==> src/rtl/lsms_pkg.sv <==
// Shared types and constants for the latching starter motor sequencer.
// Holds word layouts, register indexes, event kinds, result and state codes.
// No dependencies.
`default_nettype none

package lsms_pkg;

	// Timer width default and comparison width
	localparam int TIMER_BITS_DEF = 32;
	localparam int CMP_W          = 32;

	// Configuration port
	localparam int CFG_IDX_W  = 3;
	localparam int CFG_DATA_W = 24;

	localparam logic [CFG_IDX_W-1:0] CFG_MIN_OFF     = 3'd0;
	localparam logic [CFG_IDX_W-1:0] CFG_PRE_START   = 3'd1;
	localparam logic [CFG_IDX_W-1:0] CFG_QUIET_TMO   = 3'd2;
	localparam logic [CFG_IDX_W-1:0] CFG_SETTLE      = 3'd3;
	localparam logic [CFG_IDX_W-1:0] CFG_PULSE       = 3'd4;
	localparam logic [CFG_IDX_W-1:0] CFG_AMP_WELL    = 3'd5;
	localparam logic [CFG_IDX_W-1:0] CFG_AMP_BORE    = 3'd6;
	localparam logic [CFG_IDX_W-1:0] CFG_BOOT_GRACE  = 3'd7;

	// Register reset values
	localparam logic [23:0] MIN_OFF_RST    = 24'd0;
	localparam logic [23:0] PRE_START_RST  = 24'd10000;
	localparam logic [23:0] QUIET_TMO_RST  = 24'd30000;
	localparam logic [23:0] SETTLE_RST     = 24'd500;
	localparam logic [15:0] PULSE_RST      = 16'd500;
	localparam logic [15:0] AMP_WELL_RST   = 16'd50;
	localparam logic [15:0] AMP_BORE_RST   = 16'd50;
	localparam logic [23:0] BOOT_GRACE_RST = 24'd5000;

	typedef struct packed {
		logic [23:0] min_off_ms;
		logic [23:0] pre_start_ms;
		logic [23:0] quiet_tmo_ms;
		logic [23:0] settle_ms;
		logic [15:0] pulse_ms;
		logic [15:0] amp_low_well;
		logic [15:0] amp_low_bore;
		logic [23:0] boot_grace_ms;
	} cfg_t;

	// Event kinds
	localparam logic [2:0] KIND_TICK     = 3'd0;
	localparam logic [2:0] KIND_START    = 3'd1;
	localparam logic [2:0] KIND_STOP     = 3'd2;
	localparam logic [2:0] KIND_ENABLE   = 3'd3;
	localparam logic [2:0] KIND_LOCKOUT  = 3'd4;
	localparam logic [2:0] KIND_CLEAR    = 3'd5;

	typedef struct packed {
		logic [2:0]  kind;
		logic        motor;
		logic [7:0]  reason;
		logic        switch_on;
		logic [15:0] amps;
		logic        current_armed;
		logic [3:0]  start_gate_trip;
		logic        routing_valid;
		logic [3:0]  prot_trip;
	} item_t;

	// Start request results
	localparam logic [3:0] RES_ACCEPTED = 4'd0;
	localparam logic [3:0] RES_DISABLED = 4'd1;
	localparam logic [3:0] RES_LOCKOUT  = 4'd2;
	localparam logic [3:0] RES_WELDED   = 4'd3;
	localparam logic [3:0] RES_FAULT    = 4'd4;
	localparam logic [3:0] RES_BUSY     = 4'd5;
	localparam logic [3:0] RES_SHORT    = 4'd6;
	localparam logic [3:0] RES_UNCAL    = 4'd7;
	localparam logic [3:0] RES_GATE     = 4'd8;
	localparam logic [3:0] RES_ROUTING  = 4'd9;

	// Drive state codes as reported on drive_state
	localparam logic [3:0] DRV_DISABLED = 4'd0;
	localparam logic [3:0] DRV_IDLE     = 4'd1;
	localparam logic [3:0] DRV_LOCKED   = 4'd2;
	localparam logic [3:0] DRV_PRE      = 4'd3;
	localparam logic [3:0] DRV_QUIET    = 4'd4;
	localparam logic [3:0] DRV_CHANGE   = 4'd5;
	localparam logic [3:0] DRV_SPULSE   = 4'd6;
	localparam logic [3:0] DRV_SCONF    = 4'd7;
	localparam logic [3:0] DRV_RUN      = 4'd8;
	localparam logic [3:0] DRV_XPULSE   = 4'd9;
	localparam logic [3:0] DRV_XCONF    = 4'd10;
	localparam logic [3:0] DRV_FAULT    = 4'd11;
	localparam logic [3:0] DRV_WELDED   = 4'd12;

	// Buzzer modes
	localparam logic [1:0] BUZ_SILENT    = 2'd0;
	localparam logic [1:0] BUZ_COUNTDOWN = 2'd1;
	localparam logic [1:0] BUZ_ALARM     = 2'd2;

	// Relay bit positions
	localparam int RLY_CO    = 0;
	localparam int RLY_START = 1;
	localparam int RLY_STOP  = 2;

	// Internal stop reasons and trip codes
	localparam logic [7:0] RSN_LOCKOUT    = 8'd253;
	localparam logic [7:0] RSN_PROTECTION = 8'd254;
	localparam logic [7:0] RSN_POWER_CUT  = 8'd255;
	localparam logic [3:0] TRIP_NONE        = 4'd0;
	localparam logic [3:0] TRIP_STOP_FAILED = 4'd15;

	typedef struct packed {
		logic [3:0]  start_result;
		logic [3:0]  drive_state;
		logic        changeover_relay;
		logic        start_relay;
		logic        stop_relay;
		logic [1:0]  buzzer_mode;
		logic [3:0]  last_trip;
		logic        event_valid;
		logic        event_on;
		logic [7:0]  event_reason;
		logic [31:0] running_ms;
	} res_t;

endpackage

`default_nettype wire

==> src/rtl/lsms_core.sv <==
// Sequencer state machine, timers and result register.
// Updates all state for one event word per fire and registers the result word.
// Depends on lsms_pkg.
`default_nettype none

module lsms_core #(
	parameter int TIMER_BITS = lsms_pkg::TIMER_BITS_DEF
) (
	input  wire logic           clk,
	input  wire logic           arst_n,
	input  wire logic           fire,
	input  wire lsms_pkg::item_t item,
	input  wire lsms_pkg::cfg_t  cfg,
	output lsms_pkg::res_t       res
);
	import lsms_pkg::*;

	typedef enum logic [3:0] {
		ST_DISABLED = DRV_DISABLED,
		ST_IDLE     = DRV_IDLE,
		ST_LOCKED   = DRV_LOCKED,
		ST_PRE      = DRV_PRE,
		ST_QUIET    = DRV_QUIET,
		ST_CHANGE   = DRV_CHANGE,
		ST_SPULSE   = DRV_SPULSE,
		ST_SCONF    = DRV_SCONF,
		ST_RUN      = DRV_RUN,
		ST_XPULSE   = DRV_XPULSE,
		ST_XCONF    = DRV_XCONF,
		ST_FAULT    = DRV_FAULT,
		ST_WELDED   = DRV_WELDED
	} state_t;

	typedef logic [TIMER_BITS-1:0] tmr_t;

	localparam tmr_t TONE = tmr_t'(1);

	function automatic tmr_t sat_inc(input tmr_t v);
		return (&v) ? v : v + TONE;
	endfunction

	function automatic logic reached(input tmr_t t, input logic [23:0] lim);
		return CMP_W'(t) >= CMP_W'(lim);
	endfunction

	// State registers
	state_t      mode_q;
	logic        enable_q, lockout_q, sel_q, req_q, stopped_q;
	logic [7:0]  rsn_q;
	logic [3:0]  trip_q;
	logic [2:0]  relay_q;
	logic [1:0]  buz_q;
	tmr_t        tis_q, trun_q, tss_q, boot_q;
	res_t        res_q;

	// Next-state values
	state_t      md, go_st;
	logic        go_en;
	logic        en, lo, sel, req, hs, flow, evv, evon;
	logic [7:0]  rsn, evr;
	logic [3:0]  trip, sres;
	logic [2:0]  rel;
	logic [1:0]  buz;
	tmr_t        tis, trun, tss, boot;

	// Evaluate one event against the present state
	always_comb begin
		md    = mode_q;
		en    = enable_q;
		lo    = lockout_q;
		sel   = sel_q;
		req   = req_q;
		hs    = stopped_q;
		rsn   = rsn_q;
		trip  = trip_q;
		rel   = relay_q;
		buz   = buz_q;
		tis   = tis_q;
		trun  = trun_q;
		tss   = tss_q;
		boot  = boot_q;
		go_en = 1'b0;
		go_st = mode_q;
		evv   = 1'b0;
		evon  = 1'b0;
		evr   = 8'd0;
		sres  = RES_ACCEPTED;
		flow  = item.amps >= (sel_q ? cfg.amp_low_bore : cfg.amp_low_well);

		case (item.kind)
			KIND_TICK: begin
				tis  = sat_inc(tis_q);
				trun = sat_inc(trun_q);
				tss  = sat_inc(tss_q);
				boot = sat_inc(boot_q);
				if (enable_q && !(CMP_W'(boot) < CMP_W'(cfg.boot_grace_ms))) begin
					case (mode_q)
						ST_WELDED: begin
							if (buz_q == BUZ_SILENT) buz = BUZ_ALARM;
							if (!flow) begin
								buz = BUZ_SILENT;
								tss = '0;
								hs = 1'b1;
								go_en = 1'b1; go_st = ST_IDLE;
							end
						end
						ST_IDLE: begin
							if (flow) begin
								trun = '0;
								go_en = 1'b1; go_st = ST_RUN;
							end
						end
						ST_PRE: begin
							if (reached(tis, cfg.pre_start_ms)) begin
								buz = BUZ_SILENT;
								go_en = 1'b1;
								if (item.start_gate_trip != TRIP_NONE) begin
									trip = item.start_gate_trip;
									go_st = ST_FAULT;
								end else if (req_q == sel_q) begin
									rel[RLY_START] = 1'b1;
									go_st = ST_SPULSE;
								end else begin
									go_st = ST_QUIET;
								end
							end
						end
						ST_QUIET: begin
							if (!flow) begin
								sel = req_q;
								rel[RLY_CO] = req_q;
								go_en = 1'b1; go_st = ST_CHANGE;
							end else if (reached(tis, cfg.quiet_tmo_ms)) begin
								trip = TRIP_STOP_FAILED;
								go_en = 1'b1; go_st = ST_FAULT;
							end
						end
						ST_CHANGE: begin
							if (reached(tis, cfg.settle_ms)) begin
								rel[RLY_START] = 1'b1;
								go_en = 1'b1; go_st = ST_SPULSE;
							end
						end
						ST_SPULSE, ST_XPULSE: begin
							if (reached(tis, 24'(cfg.pulse_ms))) begin
								rel[RLY_START] = 1'b0;
								rel[RLY_STOP]  = 1'b0;
								go_en = 1'b1;
								go_st = (mode_q == ST_SPULSE) ? ST_SCONF : ST_XCONF;
							end
						end
						ST_SCONF: begin
							if (flow) begin
								trun = '0;
								evv = 1'b1; evon = 1'b1; evr = rsn_q;
								go_en = 1'b1; go_st = ST_RUN;
							end else if (item.prot_trip != TRIP_NONE) begin
								trip = item.prot_trip;
								go_en = 1'b1; go_st = ST_FAULT;
							end
						end
						ST_RUN: begin
							if (!flow) begin
								tss = '0;
								hs = 1'b1;
								evv = 1'b1; evr = RSN_POWER_CUT;
								go_en = 1'b1; go_st = ST_IDLE;
							end else if (item.prot_trip != TRIP_NONE) begin
								trip = item.prot_trip;
								rsn = RSN_PROTECTION;
								rel[RLY_START] = 1'b0;
								rel[RLY_STOP]  = 1'b1;
								go_en = 1'b1; go_st = ST_XPULSE;
							end
						end
						ST_XCONF: begin
							if (!flow) begin
								tss = '0;
								hs = 1'b1;
								evv = 1'b1; evr = rsn_q;
								go_en = 1'b1;
								go_st = lockout_q ? ST_LOCKED :
									((trip_q != TRIP_NONE) ? ST_FAULT : ST_IDLE);
							end else if (item.prot_trip != TRIP_NONE) begin
								trip = item.prot_trip;
								go_en = 1'b1; go_st = ST_WELDED;
							end
						end
						default: begin
						end
					endcase
				end
			end
			KIND_START: begin
				if (!enable_q) sres = RES_DISABLED;
				else if (lockout_q) sres = RES_LOCKOUT;
				else if (mode_q == ST_WELDED) sres = RES_WELDED;
				else if (mode_q == ST_FAULT) sres = RES_FAULT;
				else if (mode_q != ST_IDLE) sres = RES_BUSY;
				else if (stopped_q && (CMP_W'(tss_q) < CMP_W'(cfg.min_off_ms)))
					sres = RES_SHORT;
				else if (!item.current_armed) sres = RES_UNCAL;
				else if (item.start_gate_trip != TRIP_NONE) begin
					trip = item.start_gate_trip;
					sres = RES_GATE;
				end else if (item.motor && !item.routing_valid) sres = RES_ROUTING;
				else begin
					req = item.motor;
					rsn = item.reason;
					buz = BUZ_COUNTDOWN;
					go_en = 1'b1; go_st = ST_PRE;
				end
			end
			KIND_STOP: begin
				if (enable_q) begin
					if (mode_q == ST_PRE) begin
						buz = BUZ_SILENT;
						go_en = 1'b1; go_st = ST_IDLE;
					end else if (mode_q == ST_RUN || mode_q == ST_SCONF ||
							mode_q == ST_SPULSE) begin
						rsn = item.reason;
						rel[RLY_START] = 1'b0;
						rel[RLY_STOP]  = 1'b1;
						go_en = 1'b1; go_st = ST_XPULSE;
					end
				end
			end
			KIND_ENABLE: begin
				en = item.switch_on;
				go_en = 1'b1;
				if (!item.switch_on) begin
					rel[RLY_START] = 1'b0;
					rel[RLY_STOP]  = 1'b0;
					go_st = ST_DISABLED;
				end else begin
					go_st = lockout_q ? ST_LOCKED : ST_IDLE;
				end
			end
			KIND_LOCKOUT: begin
				lo = item.switch_on;
				if (enable_q) begin
					if (item.switch_on) begin
						if (mode_q == ST_RUN || mode_q == ST_SCONF) begin
							rsn = RSN_LOCKOUT;
							rel[RLY_START] = 1'b0;
							rel[RLY_STOP]  = 1'b1;
							go_en = 1'b1; go_st = ST_XPULSE;
						end else if (mode_q == ST_IDLE || mode_q == ST_PRE) begin
							buz = BUZ_SILENT;
							go_en = 1'b1; go_st = ST_LOCKED;
						end
					end else if (mode_q == ST_LOCKED) begin
						go_en = 1'b1; go_st = ST_IDLE;
					end
				end
			end
			KIND_CLEAR: begin
				if (mode_q == ST_FAULT) begin
					trip = TRIP_NONE;
					go_en = 1'b1;
					go_st = lockout_q ? ST_LOCKED : ST_IDLE;
				end
			end
			default: begin
			end
		endcase

		// Enter the new state and restart its timer on a real change
		if (go_en && go_st != mode_q) begin
			md  = go_st;
			tis = '0;
		end
	end

	// Hold state and the result word; advance on fire
	always_ff @(posedge clk or negedge arst_n) begin
		if (!arst_n) begin
			mode_q    <= ST_IDLE;
			enable_q  <= 1'b1;
			lockout_q <= 1'b0;
			sel_q     <= 1'b0;
			req_q     <= 1'b0;
			stopped_q <= 1'b0;
			rsn_q     <= 8'd0;
			trip_q    <= TRIP_NONE;
			relay_q   <= 3'd0;
			buz_q     <= BUZ_SILENT;
			tis_q     <= '0;
			trun_q    <= '0;
			tss_q     <= '0;
			boot_q    <= '0;
			res_q     <= '0;
		end else if (fire) begin
			mode_q    <= md;
			enable_q  <= en;
			lockout_q <= lo;
			sel_q     <= sel;
			req_q     <= req;
			stopped_q <= hs;
			rsn_q     <= rsn;
			trip_q    <= trip;
			relay_q   <= rel;
			buz_q     <= buz;
			tis_q     <= tis;
			trun_q    <= trun;
			tss_q     <= tss;
			boot_q    <= boot;
			res_q.start_result     <= sres;
			res_q.drive_state      <= md;
			res_q.changeover_relay <= rel[RLY_CO];
			res_q.start_relay      <= rel[RLY_START];
			res_q.stop_relay       <= rel[RLY_STOP];
			res_q.buzzer_mode      <= buz;
			res_q.last_trip        <= trip;
			res_q.event_valid      <= evv;
			res_q.event_on         <= evon;
			res_q.event_reason     <= evr;
			res_q.running_ms       <= (md == ST_RUN) ? CMP_W'(trun) : '0;
		end
	end

	assign res = res_q;

endmodule

`default_nettype wire

==> src/rtl/latching_starter_motor_sequencer.sv <==
// Top level of the latching starter motor sequencer.
// Holds the configuration registers, the input register and the handshakes.
// Depends on lsms_pkg and lsms_core.
//
// Usage:
//   Input channel (in_valid / in_stall) carries one event word: a 1 ms tick,
//   start, stop, enable, lockout or clear-fault, plus the current reading and
//   protection verdicts. Output channel (out_valid / out_stall) returns exactly
//   one result word per event: start result, drive state, relays, buzzer,
//   last trip, history event and running time.
//   An accepted word lands in the input register; once the result slot is free
//   or draining, it is evaluated and its result registered, raising out_valid.
//   Throughput: one event per cycle while out_stall is low; the state update
//   is a single combinational pass of timer increments and 32-bit compares
//   between input and result registers.
//   Stall: while the output register holds an untaken result and out_stall is
//   high, the input register holds its word and in_stall rises once it is full.
//   Reset (arst_n low): state idle, enabled, unlocked, well motor selected,
//   relays off, timers zero, registers at their defaults, both channels empty.
//   Configuration (cfg_we, cfg_index, cfg_data) is written by the user only
//   while idle; the block itself does not enforce this.
`default_nettype none

module latching_starter_motor_sequencer #(
	parameter int TIMER_BITS = lsms_pkg::TIMER_BITS_DEF
) (
	input  wire logic                            clk,
	input  wire logic                            arst_n,
	// Input channel
	input  wire logic                            in_valid,
	output logic                                 in_stall,
	input  wire logic [2:0]                      kind,
	input  wire logic                            motor,
	input  wire logic [7:0]                      reason,
	input  wire logic                            switch_on,
	input  wire logic [15:0]                     amps,
	input  wire logic                            current_armed,
	input  wire logic [3:0]                      start_gate_trip,
	input  wire logic                            routing_valid,
	input  wire logic [3:0]                      prot_trip,
	// Output channel
	output logic                                 out_valid,
	input  wire logic                            out_stall,
	output logic [3:0]                           start_result,
	output logic [3:0]                           drive_state,
	output logic                                 changeover_relay,
	output logic                                 start_relay,
	output logic                                 stop_relay,
	output logic [1:0]                           buzzer_mode,
	output logic [3:0]                           last_trip,
	output logic                                 event_valid,
	output logic                                 event_on,
	output logic [7:0]                           event_reason,
	output logic [31:0]                          running_ms,
	// Configuration port
	input  wire logic                            cfg_we,
	input  wire logic [lsms_pkg::CFG_IDX_W-1:0]  cfg_index,
	input  wire logic [lsms_pkg::CFG_DATA_W-1:0] cfg_data
);
	import lsms_pkg::*;

	cfg_t  cfg_q;
	item_t item_s1;
	logic  valid_s1;
	logic  out_valid_q;
	logic  fire;
	logic  in_take;
	res_t  res;

	// Configuration registers
	always_ff @(posedge clk or negedge arst_n) begin
		if (!arst_n) begin
			cfg_q.min_off_ms    <= MIN_OFF_RST;
			cfg_q.pre_start_ms  <= PRE_START_RST;
			cfg_q.quiet_tmo_ms  <= QUIET_TMO_RST;
			cfg_q.settle_ms     <= SETTLE_RST;
			cfg_q.pulse_ms      <= PULSE_RST;
			cfg_q.amp_low_well  <= AMP_WELL_RST;
			cfg_q.amp_low_bore  <= AMP_BORE_RST;
			cfg_q.boot_grace_ms <= BOOT_GRACE_RST;
		end else if (cfg_we) begin
			case (cfg_index)
				CFG_MIN_OFF:    cfg_q.min_off_ms    <= cfg_data;
				CFG_PRE_START:  cfg_q.pre_start_ms  <= cfg_data;
				CFG_QUIET_TMO:  cfg_q.quiet_tmo_ms  <= cfg_data;
				CFG_SETTLE:     cfg_q.settle_ms     <= cfg_data;
				CFG_PULSE:      cfg_q.pulse_ms      <= cfg_data[15:0];
				CFG_AMP_WELL:   cfg_q.amp_low_well  <= cfg_data[15:0];
				CFG_AMP_BORE:   cfg_q.amp_low_bore  <= cfg_data[15:0];
				CFG_BOOT_GRACE: cfg_q.boot_grace_ms <= cfg_data;
				default: begin
				end
			endcase
		end
	end

	// Advance the input word when the result slot is free or being drained
	assign fire     = valid_s1 && (!out_valid_q || !out_stall);
	assign in_stall = valid_s1 && out_valid_q && out_stall;
	assign in_take  = in_valid && !in_stall;

	// Hold handshake state
	always_ff @(posedge clk or negedge arst_n) begin
		if (!arst_n) begin
			valid_s1    <= 1'b0;
			out_valid_q <= 1'b0;
		end else begin
			if (in_take) valid_s1 <= 1'b1;
			else if (fire) valid_s1 <= 1'b0;
			if (fire) out_valid_q <= 1'b1;
			else if (!out_stall) out_valid_q <= 1'b0;
		end
	end

	// Capture the input word
	always_ff @(posedge clk) begin
		if (in_take) begin
			item_s1.kind            <= kind;
			item_s1.motor           <= motor;
			item_s1.reason          <= reason;
			item_s1.switch_on       <= switch_on;
			item_s1.amps            <= amps;
			item_s1.current_armed   <= current_armed;
			item_s1.start_gate_trip <= start_gate_trip;
			item_s1.routing_valid   <= routing_valid;
			item_s1.prot_trip       <= prot_trip;
		end
	end

	lsms_core #(
		.TIMER_BITS(TIMER_BITS)
	) u_core (
		.clk    (clk),
		.arst_n (arst_n),
		.fire   (fire),
		.item   (item_s1),
		.cfg    (cfg_q),
		.res    (res)
	);

	assign out_valid        = out_valid_q;
	assign start_result     = res.start_result;
	assign drive_state      = res.drive_state;
	assign changeover_relay = res.changeover_relay;
	assign start_relay      = res.start_relay;
	assign stop_relay       = res.stop_relay;
	assign buzzer_mode      = res.buzzer_mode;
	assign last_trip        = res.last_trip;
	assign event_valid      = res.event_valid;
	assign event_on         = res.event_on;
	assign event_reason     = res.event_reason;
	assign running_ms       = res.running_ms;

	// Hold a stalled result word unchanged
	a_out_hold: assert property (@(posedge clk) disable iff (!arst_n)
		(out_valid && out_stall) |=>
			(out_valid && $stable(drive_state) && $stable(running_ms)))
		else $error("stalled result word changed");

	// Input stalls only behind a held, stalled result
	a_stall_cause: assert property (@(posedge clk) disable iff (!arst_n)
		in_stall |-> (out_valid && out_stall))
		else $error("input stalled without output back-pressure");

	// Running time is reported only in the running state
	a_run_time: assert property (@(posedge clk) disable iff (!arst_n)
		(out_valid && running_ms != 32'd0) |-> (drive_state == DRV_RUN))
		else $error("running time outside running state");

endmodule

`default_nettype wire

==> config.mk <==
export PLATFORM = sky130hd
export DESIGN_NAME = latching_starter_motor_sequencer
export DESIGN_NICKNAME = d
export VERILOG_FILES = /design/src/rtl/lsms_pkg.sv /design/src/rtl/lsms_core.sv /design/src/rtl/latching_starter_motor_sequencer.sv
export SDC_FILE = /design/constraint.sdc
export NUM_CORES = 1
export LEC_CHECK = 0
export BUFFER_PORTS_ARGS = -buffer_cell sky130_fd_sc_hd__buf_2
export CAP_MARGIN = 20
export CELL_PAD_IN_SITES_DETAIL_PLACEMENT = 1
export CELL_PAD_IN_SITES_GLOBAL_PLACEMENT = 2
export CORE_MARGIN = 3
export CORE_UTILIZATION = 32
export DETAILED_ROUTE_END_ITERATION = 16
export PLACE_DENSITY_LB_ADDON = 0.3
export SETUP_SLACK_MARGIN = 0.15
export SYNTH_ARGS = -nofsm -noshare
export SYNTH_HDL_FRONTEND = slang
export SYNTH_HIERARCHICAL = 1
export SYNTH_SLANG_ARGS = --single-unit
export TNS_END_PERCENT = 1
==> constraint.sdc <==
create_clock -name clk -period 10 [get_ports clk]
set_input_delay 1.5 -clock clk [delete_from_list [all_inputs] [get_ports clk]]
set_output_delay 1.5 -clock clk [all_outputs]
set_load 0.01 [all_outputs]
Word-level counts from Yosys, hierarchy flattened. Cells that the tools add are included. Widths: inputs -> output; s select.

Bitwise operators: 8. Reduce and logical (&&, ||, !) cells: 53. Add/sub/neg operators: 4. Multiplexer cells: 194. Magnitude comparators: 7. Equal/unequal tests: 60.

Operators with widths (count): $mux 32 (14); $mux 4 (64); $mux 8 (24); $add 32x1->32 const B (4); $reduce_and 32->1 (4); $ge 32x24->1 (3); $lt 32x24->1 (2); $mux 2 (31); $mux 1 (45); $reduce_and 21->1 (2); $pmux 4 s9 (1); $ge 32x16->1 (1); $pmux 8 s4 (1); $ne 2x1->1 const B (13); $eq 4x4->1 const B (6); $pmux 4 s6 (1); $pmux 8 s3 (1); $reduce_and 2->1 (12); $ne 2x2->1 const B (11); $eq 3x3->1 const B (6); $reduce_and 17->1 (1); $eq 4x3->1 const B (4); $ge 16x16->1 (1); $mux 16 (1); other kinds (34) (73).

Register bits: 416. Bits of input ports: 71. Output and inout bits: 61. Logic and storage cells: 368.

Logic depth before layout (Yosys ltp). Gate-level depths: netlist of run 1.

Depth in word-level cells: 17. Gate-level depth with buffers: 30. Depth with buffers taken out: 27.

Cells and area by module. Netlist of run 1, hierarchy kept.

By module, submodules not included: lsms_core (area an instance 16156.7 um^2, cells an instance 1976, instances 1, seq. area each 5032.3 um^2); latching_starter_motor_sequencer (area an instance 7707.4 um^2, cells an instance 411, instances 1, seq. area each 5469.0 um^2).

Worst setup path after synthesis of run 1. Ideal clock, no wire load.

Path type: reg-to-reg. Start point: register u_core.boot_q[0]. End point: register, netlist name u_core/res[26]. Data required time: 9.899 ns. Clock period less this slack: 5.418 ns. Buffers on the path: 3. Stages on the path, launching flop included: 28. Slack: 4.582 ns. Arrival: 5.318 ns. Library setup time: 0.101 ns. Cell sequence: dfrtp_1 -> ha_1 -> nand4_1 -> nor3_1 -> nand3_1 -> nor2b_1 -> nor3_1 -> nand2_1 -> nor2_1 -> and3_1 -> and3_1 -> and3_1 -> xor2_1 -> ha_1 -> a2111oi_0 -> o21ai_0 -> o21ai_0 -> o21ai_0 -> a211o_1 -> nor3_1 -> nand3_1 -> nand2_1 -> clkbuf_1 -> o41a_1 -> clkbuf_1 -> clkbuf_1 -> nand2_1 -> o32ai_1.

Longest elaborated chain between the ends: 12. Elaborated cells between the ends (all ways): 17. Those cells by class: add/sub: 1; order compare: 1; eq/ne: 2; mux: 9; reduce/logical: 4.

RTL lines: from (decl) (line lsms_core.sv:53) `tmr_t tis_q, trun_q, tss_q, boot_q;`; from (signal assigned) (line lsms_core.sv:307) `boot_q <= boot;`; $add 32x1->32 or $reduce_and 32->1 (tied branches) (line lsms_core.sv:39) `return (&v) ? v : v + TONE;`; $mux 32 * (line lsms_core.sv:39); $lt 32x24->1 * (line lsms_core.sv:96) `if (enable_q && !(CMP_W'(boot) < CMP_W'(cfg.boot_grace_ms))) begin`; $logic_not 1->1 * (line lsms_core.sv:96); $logic_and 1x1->1 * (line lsms_core.sv:96); $mux 4 (line lsms_core.sv:96); $pmux 4 s6 (line lsms_core.sv:90) `case (item.kind)`; $ne 4x4->1 (line lsms_core.sv:269) `if (go_en && go_st != mode_q) begin`; $logic_and 1x1->1 (line lsms_core.sv:269); $mux 4 (line lsms_core.sv:269); $eq 4x4->1 (line lsms_core.sv:318) `res_q.running_ms <= (md == ST_RUN) ? CMP_W'(trun) : '0;`; $mux 32 * (line lsms_core.sv:318).

Every way passes the cells marked *; elsewhere a longest branch is shown, timed or not. A chain may end at the register's enable or synchronous reset.

Worst setup path after layout of run 1.
Start point: register u_core.tis_q[9]. End point: register u_core.tis_q[26].

Longest elaborated chain between the ends: 12. Elaborated cells between the ends (all ways): 29. Those cells by class: add/sub: 1; order compare: 4; eq/ne: 1; mux: 19; reduce/logical: 4.

RTL lines: from (decl) (line lsms_core.sv:53); from (signal assigned) (line lsms_core.sv:304) `tis_q <= tis;`; $add 32x1->32 or $reduce_and 32->1 (tied branches) (line lsms_core.sv:39); $mux 32 * (line lsms_core.sv:39); $ge 32x24->1 (line lsms_core.sv:43) `return CMP_W'(t) >= CMP_W'(lim);`; $mux 4 (line lsms_core.sv:133) `end else if (reached(tis, cfg.quiet_tmo_ms)) begin`; $mux 4 (line lsms_core.sv:129) `if (!flow) begin`; $pmux 4 s9 (line lsms_core.sv:97) `case (mode_q)`; $mux 4 (line lsms_core.sv:96); $pmux 4 s6 (line lsms_core.sv:90); $ne 4x4->1 (line lsms_core.sv:269); $logic_and 1x1->1 (line lsms_core.sv:269); $reduce_bool 2->1 (no source line); $reduce_and 2->1 (no source line).

Every way passes the cells marked *; elsewhere a longest branch is shown, timed or not. The select of a mux whose other input is x is not followed.

==> results of run 1 <==
==> sequential cells by signal, summed over array words and instances, names as in the netlist, 3 cells and up <==
signal	count
cfg_q	168
item_s1	39
u_core/boot_q	32
u_core/mode_q	4
u_core/relay_q	3
u_core/res	53
u_core/rsn_q	8
u_core/tis_q	32
u_core/trun_q	32
u_core/tss_q	32
==> cells in the final DEF, fill, tap and decap left out, types with 51 or more instances in the layout <==
| cell | instances |
|---|---|
| clkbuf_16 | 51 |
| xor2_1 | 60 |
| a21oi_1 | 101 |
| dfrtp_1 | 334 |
| buf_2 | 130 |
| nand3_1 | 91 |
| nor2_1 | 136 |
| inv_1 | 179 |
| xnor2_1 | 66 |
| nand2_1 | 232 |
| o21ai_0 | 119 |
| ha_1 | 151 |
| mux2_2 | 176 |
==> worst max-delay path, delay by kind of cell, from the launching register on <==
family / cells / cell delay (ps)
simple gates: 13 / 4240
flops: 1 / 490
fa+ha+maj: 1 / 240
mux: 1 / 350
xor+xnor: 1 / 370
compound gates: 5 / 1270
==> stage by stage <==
step / instances / instance area (um^2) / worst slack (ps)
2_1_floorplan: 2387 / 23900 / 4580
3_3_place_gp: 3379 / 25400 / 3060
3_5_place_dp: 3380 / 25400 / 2790
4_1_cts: 3476 / 27100 / 2750
5_1_grt: 3479 / 27200 / 2240
6_report: 3480 / 27200 / 2910
==> logic make-up (layout without fill, tap and decap cells) <==
group                      after synthesis  count (layout)  share of synthesized area, %
and+or+nand+nor                        719             719                          14.9
adders and majority gates              151             151                          7.92
DFF                                    410             410                          44.0
other                                    0               1                             0
AOI/OAI and AO/OA                      469             469                          13.3
muxes                                  208             208                          9.86
xor gates and xnor gates               126             126                          4.62
buffers and inverters                  304             437                          5.35
==> worst max-delay path by stage <==
stage                                start               end  slack (ps)  cells past startpoint
final                      u_core/tis_q[9]  u_core/tis_q[26]        2910                     21
after global routing       u_core/tis_q[4]  u_core/tis_q[26]        2240                     21
after CTS                  u_core/tis_q[9]  u_core/tis_q[26]        2750                     21
after detailed placement   u_core/tis_q[4]   u_core/tis_q[0]        2790                     21
after global placement     u_core/tis_q[4]   u_core/tis_q[0]        3060                     18
after floorplan           u_core/boot_q[0]    u_core/res[26]        4580                     27
==> routing by layer <==
layer / GRT usage (%) / share of wire (%) / vias to the layer above / wire (um)
met4: 5.33 / 2.7 / 0 / 1950
met3: 2.40 / 3.1 / 110 / 2230
li1: - / - / 8716 / -
met2: 31.6 / 48 / 279 / 34500
met1: 24.4 / 46 / 9393 / 33300
met5: 0 / 0 / - / 0
==> power groups by stage <==
stage	registers, W	clock network (W)	logic, W
after detailed placement	0.00216	0	0.00124
final	0.00213	0.00186	0.00124
after floorplan	0.00208	0	0.000882
after global placement	0.00214	0	0.00120
after CTS	0.00213	0.00194	0.00125
after global routing	0.00216	0.00201	0.00139
==> area by class of cell <==
class | count | area (um^2) | area share (%)
clock buffer | 73 | 1480 | 5.45
tap | 959 | 1200 | 4.42
inverter | 180 | 676 | 2.49
sequential | 410 | 10500 | 38.7
timing repair buffer | 161 | 940 | 3.46
antenna | 1 | 2.50 | 0.00921
multi-input combinational | 1673 | 12100 | 44.7
clock inverter | 23 | 230 | 0.848
==> results.sh, run 1 <==
export IMPL_drt_pre_antenna_iters=5
export IMPL_period_share_pct=70.9
export IMPL_syn_area_per_cell_um2=10.0
export IMPL_gp_congestion=0.861
export IMPL_regToRegEndpoint="u_core/tis_q[26]"
export IMPL_hold_depth=2
export IMPL_synth_cells=2387
export IMPL_intPower_w=0.00355
export IMPL_synth_edf_count=39
export IMPL_synth_warnings=6
export IMPL_grt_use_total_pct=18.5
export IMPL_synth_flop_cell="dfrtp_1"
export IMPL_cts_sinks=410
export IMPL_fin_crit_ps=7090
export IMPL_slew_violations=0
export IMPL_path_cells="nand4_1 > nor4_1 > nand3_1 > nand3_1 > or3_1 > nor2_1 > xor2_1 > ha_1 > nand4_1 > or4_1 > o32a_1 > nand2_1 > and3_1 > o21ai_0 > a311o_1 > nand3_1 > mux2_1 > a211oi_2 > nand3_1 > or3_1 > o21ai_0"
export IMPL_fillerInstances=8245
export IMPL_worstPathRequired_ps=10480
export IMPL_pwr_share_clk_pct=35.7
export IMPL_yosys_top_cells_count="dfrtp_1, nand2_1, inv_1"
export IMPL_yosys_top_cells_area="dfrtp_1, mux2_2, ha_1"
export IMPL_ios=132
export IMPL_skew_ps=51.6
export IMPL_postCtsSetupBuffers=0
export IMPL_ys_ff_latch=410
export IMPL_tightest_slew_ps=1050
export IMPL_die_height_um=279
export IMPL_synth_most_common_cell="dfrtp_1"
export IMPL_fin_tns_setup_ps=0
export IMPL_yosysUniqueCellTypes=91
export IMPL_cts_root_buf="clkbuf_16"
export IMPL_cts_hold_buf=0
export IMPL_avgRoutedWirePerCell_um=20.7
export IMPL_antenna_found_initial=2
export IMPL_cpMostUsedCell="nand3_1"
export IMPL_utilization_pct=37.0
export IMPL_clk_latency_ps=610
export IMPL_regToRegSetupSlack_ps=2910
export IMPL_setup_viol=0
export IMPL_drcViolationCount=0
export IMPL_viasPerCell=5.32
export IMPL_cts_tree="yes"
export IMPL_r2r_start="u_core/tis_q[9]"
export IMPL_switching_power_w=0.00168
export IMPL_pwr_density_cell_mw_per_mm2=192
export IMPL_startpoint_type="flip-flop"
export IMPL_grt_pass1_wl_mm=115
export IMPL_hold_ws_ps=474
export IMPL_start_util_pct=32.5
export IMPL_drt_wl_total_mm=72.0
export IMPL_area_growth_syn_to_layout_pct=13.8
export IMPL_worst_path_max_delay_cell="nor4_1"
export IMPL_drtIter0Drc=938
export IMPL_status="complete, no violations"
export IMPL_critPathMaxFanout=15
export IMPL_globalRouteOverflowTotal=0
export IMPL_core_mm2=0.0735
export IMPL_max_freq_ghz=0.141
export IMPL_hold_viol_final=0
export IMPL_die_w_um=279
export IMPL_std_cell_rows=99
export IMPL_worstSetupEndpointType="flip-flop"
export IMPL_grt_max_degree=80
export IMPL_cts_htree_levels=2
export IMPL_io_buffer_count=131
export IMPL_combPwrFrac_pct=23.7
export IMPL_min_path_type="reg2reg"
export IMPL_power_w=0.00523
export IMPL_dieArea_mm2=0.0779
export IMPL_holdPathEnd="u_core/res[15]"
export IMPL_netlist_area_mm2=0.0239
export IMPL_yosysTopAreaCell="dfrtp_1"
export IMPL_power_frac_seq_pct=40.7
export IMPL_drive_above_1_share_pct=19.9
export IMPL_crit_arrival_ps=7570
export IMPL_dp_hpwl_mm=51.5
export IMPL_cts_resized=0
export IMPL_critPathKind="reg2reg"
export IMPL_hp_start="u_core/res[15]"
export IMPL_grt_pass1_vias=20115
export IMPL_ys_seq_area_share_pct=44.0
export IMPL_synth_top_cell_area_share_pct=35.0
export IMPL_syn_nets=2609
export IMPL_nNetsFinal=2699
export IMPL_max_slew_margin_pct=29.8
export IMPL_vdd_ir_drop_max_v=0.000124
export IMPL_max_stage_delay_ps=740
export IMPL_clkTransAtPathRegs_ps=60
export IMPL_numCtsBuffers=51
export IMPL_worst_r2r_path_depth=21
export IMPL_leakage_nw=12.3
export IMPL_clockBufferDepth=3
export IMPL_ant_nets=0
export IMPL_rsz0062_at_grt="no"
export IMPL_max_cap_violations=0
export IMPL_ys_async_sr_fraction_pct=90.5
export IMPL_num_vias=18498
export IMPL_switching_share_pct=32.1
No activity file was read; power rests on OpenSTA's default activity.
==> run 2, diff against run 1 <==
- clock period: 10 -> 6.31 ns (I/O delays scaled with it)
==> results.sh, run 2 (synthesis gave the netlist of run 1 again) <==
export IMPL_area_growth_syn_to_layout_pct=15.8
export IMPL_hold_ws_ps=380
export IMPL_intPower_w=0.00565
export IMPL_pwr_share_clk_pct=35.4
export IMPL_clk_latency_ps=610
export IMPL_crit_arrival_ps=6310
export IMPL_postLayoutSetupSlackWorst_ps=469
export IMPL_drcViolationCount=0
export IMPL_die_w_um=279
export IMPL_wl_met3_mm=2.68
export IMPL_drt_pre_antenna_iters=5
export IMPL_startpoint_type="flip-flop"
export IMPL_io_buffer_count=131
export IMPL_num_vias=18570
export IMPL_final_cell_area_mm2=0.0276
export IMPL_std_cell_rows=99
export IMPL_vdd_ir_drop_max_v=0.000220
export IMPL_drive_above_1_share_pct=21.7
export IMPL_dieArea_mm2=0.0779
export IMPL_pre_cts_slack_ps=200
export IMPL_globalRouteOverflowTotal=0
export IMPL_grt_use_total_pct=18.5
export IMPL_combPwrFrac_pct=24.0
export IMPL_cts_htree_levels=2
export IMPL_pwr_density_cell_mw_per_mm2=301
export IMPL_largest_register_ffs=168
export IMPL_worst_path_max_delay_cell="dfrtp_1"
export IMPL_critPathKind="reg2reg"
export IMPL_drt_met1_wl_mm=33.6
export IMPL_ios=132
export IMPL_leakage_nw=12.6
export IMPL_core_mm2=0.0735
export IMPL_dp_hpwl_mm=51.0
export IMPL_fin_tns_setup_ps=0
export IMPL_regToRegSetupSlack_ps=470
export IMPL_fillerInstances=8294
export IMPL_dr_wl_met2_mm=34.3
export IMPL_clkTransAtPathRegs_ps=60
export IMPL_cts_root_buf="clkbuf_16"
export IMPL_final_common_cell="dfrtp_1"
export IMPL_power_frac_seq_pct=40.6
export IMPL_worstPathRequired_ps=6780
export IMPL_grt_pass1_wl_mm=115
export IMPL_fin_crit_ps=5840
export IMPL_gp_congestion=0.844
export IMPL_drt_wl_total_mm=72.2
export IMPL_hold_viol_final=0
export IMPL_numCtsBuffers=51
export IMPL_cts_sinks=410
export IMPL_worstSetupEndpointType="flip-flop"
export IMPL_switching_share_pct=32.1
export IMPL_die_height_um=279
export IMPL_min_path_type="in2async"
export IMPL_max_stage_delay_ps=430
export IMPL_antenna_found_initial=3
export IMPL_rsz0062_at_grt="yes"
export IMPL_slew_violations=0
export IMPL_max_cap_violations=0
export IMPL_switching_power_w=0.00267
export IMPL_skew_ps=26.2
export IMPL_postPlaceCellArea_mm2=0.0257
export IMPL_avgRoutedWirePerCell_um=20.5
export IMPL_max_slew_margin_pct=32.9
export IMPL_cts_hold_buf=0
export IMPL_drtIter0Drc=879
export IMPL_final_cell_mix="dfrtp_1, nand2_1, inv_1, mux2_2, ha_1"
export IMPL_period_share_pct=92.6
export IMPL_status="complete, no violations"
export IMPL_top_register="cfg_q"
export IMPL_cts_tree="yes"
export IMPL_start_util_pct=32.5
export IMPL_viasPerCell=5.28
export IMPL_ant_nets=0
export IMPL_crit_family="simple AND/OR/NAND/NOR gates"
export IMPL_cp_num_buf_inv=2
export IMPL_setup_viol=0
export IMPL_max_freq_ghz=0.171
export IMPL_grt_max_degree=143
export IMPL_tightest_slew_ps=1000
export IMPL_critPathMaxFanout=32
export IMPL_grt_pass1_vias=20019
export IMPL_nNetsFinal=2736
export IMPL_top_layer="met4"
export IMPL_clockBufferDepth=3
run 2: cell count changes in the layout (fill, tap and decap cells not counted), sizes merged:
| cell | previous run | this run |
|---|---|---|
| buf | 161 | 198 |
| clkinv | 15 | 20 |
| clkbuf | 73 | 70 |
| inv | 183 | 181 |
| bufinv | 3 | 4 |
| clkinvlp | 2 | 1 |
run 2: path summary, 6_finish.rpt:
check / depth (start not counted) / start / endpoint
min reg2reg: 1 / u_core/stopped_q / u_core/stopped_q
max in group asynchronous: 2 / arst_n / cfg_q[39]
max reg2reg: 28 / u_core/boot_q[0] / u_core/res[12]
min: 1 / arst_n / u_core/rsn_q[7]
min in group clk: 1 / u_core/stopped_q / u_core/stopped_q
max: 28 / u_core/boot_q[0] / u_core/res[12]
run 2: layer usage:
metal / global-route usage (%) / vias to the layer above
met5: 0 / -
met4: 4.48 / 0
met3: 2.77 / 88
met2: 31.4 / 295
met1: 25.0 / 9402
li1: - / 8785
run 2: worst register-to-register path: cells and delay by family (launching register included):
family                     cells  cell delay, ps
DFF                            1             430
buffers and inverters          2             320
xor gates and xnor gates       1             150
and+or+nand+nor               15            2780
adders and majority gates      2             480
AOI/OAI and AO/OA              8            1540
run 2: power by group through the flow:
stage,registers [W],clock network [W],logic [W]
2_1_floorplan,0.00330,0,0.00140
3_3_place_gp,0.00340,0,0.00193
3_5_place_dp,0.00342,0,0.00199
4_1_cts,0.00338,0.00306,0.00200
5_1_grt,0.00343,0.00318,0.00225
6_report,0.00337,0.00295,0.00200
run 2: stage by stage:
step,instances,power (W),utilization (%)
6_report,3517,0.00832,37.6
5_1_grt,3516,0.00886,37.6
3_5_place_dp,3413,0.00541,35.0
3_3_place_gp,3412,0.00532,35.0
2_1_floorplan,2387,0.00470,-
4_1_cts,3509,0.00844,37.3
run 2: layout make-up:
cell class | instances | area (um^2) | share of cell area [%]
clock inverter | 26 | 270 | 0.978
timing repair buffer | 198 | 1310 | 4.74
multi-input combinational | 1673 | 12300 | 44.3
clock buffer | 70 | 1420 | 5.13
sequential | 410 | 10500 | 38.0
antenna | 1 | 2.50 | 0.00906
tap | 959 | 1200 | 4.34
inverter | 180 | 676 | 2.45
run 2: timing repair:
item                       in CTS  in global routing
gates resized for setup         1                 20
pin swaps                       0                  2
buffers inserted                0                  3
setup endpoints to repair       1                115
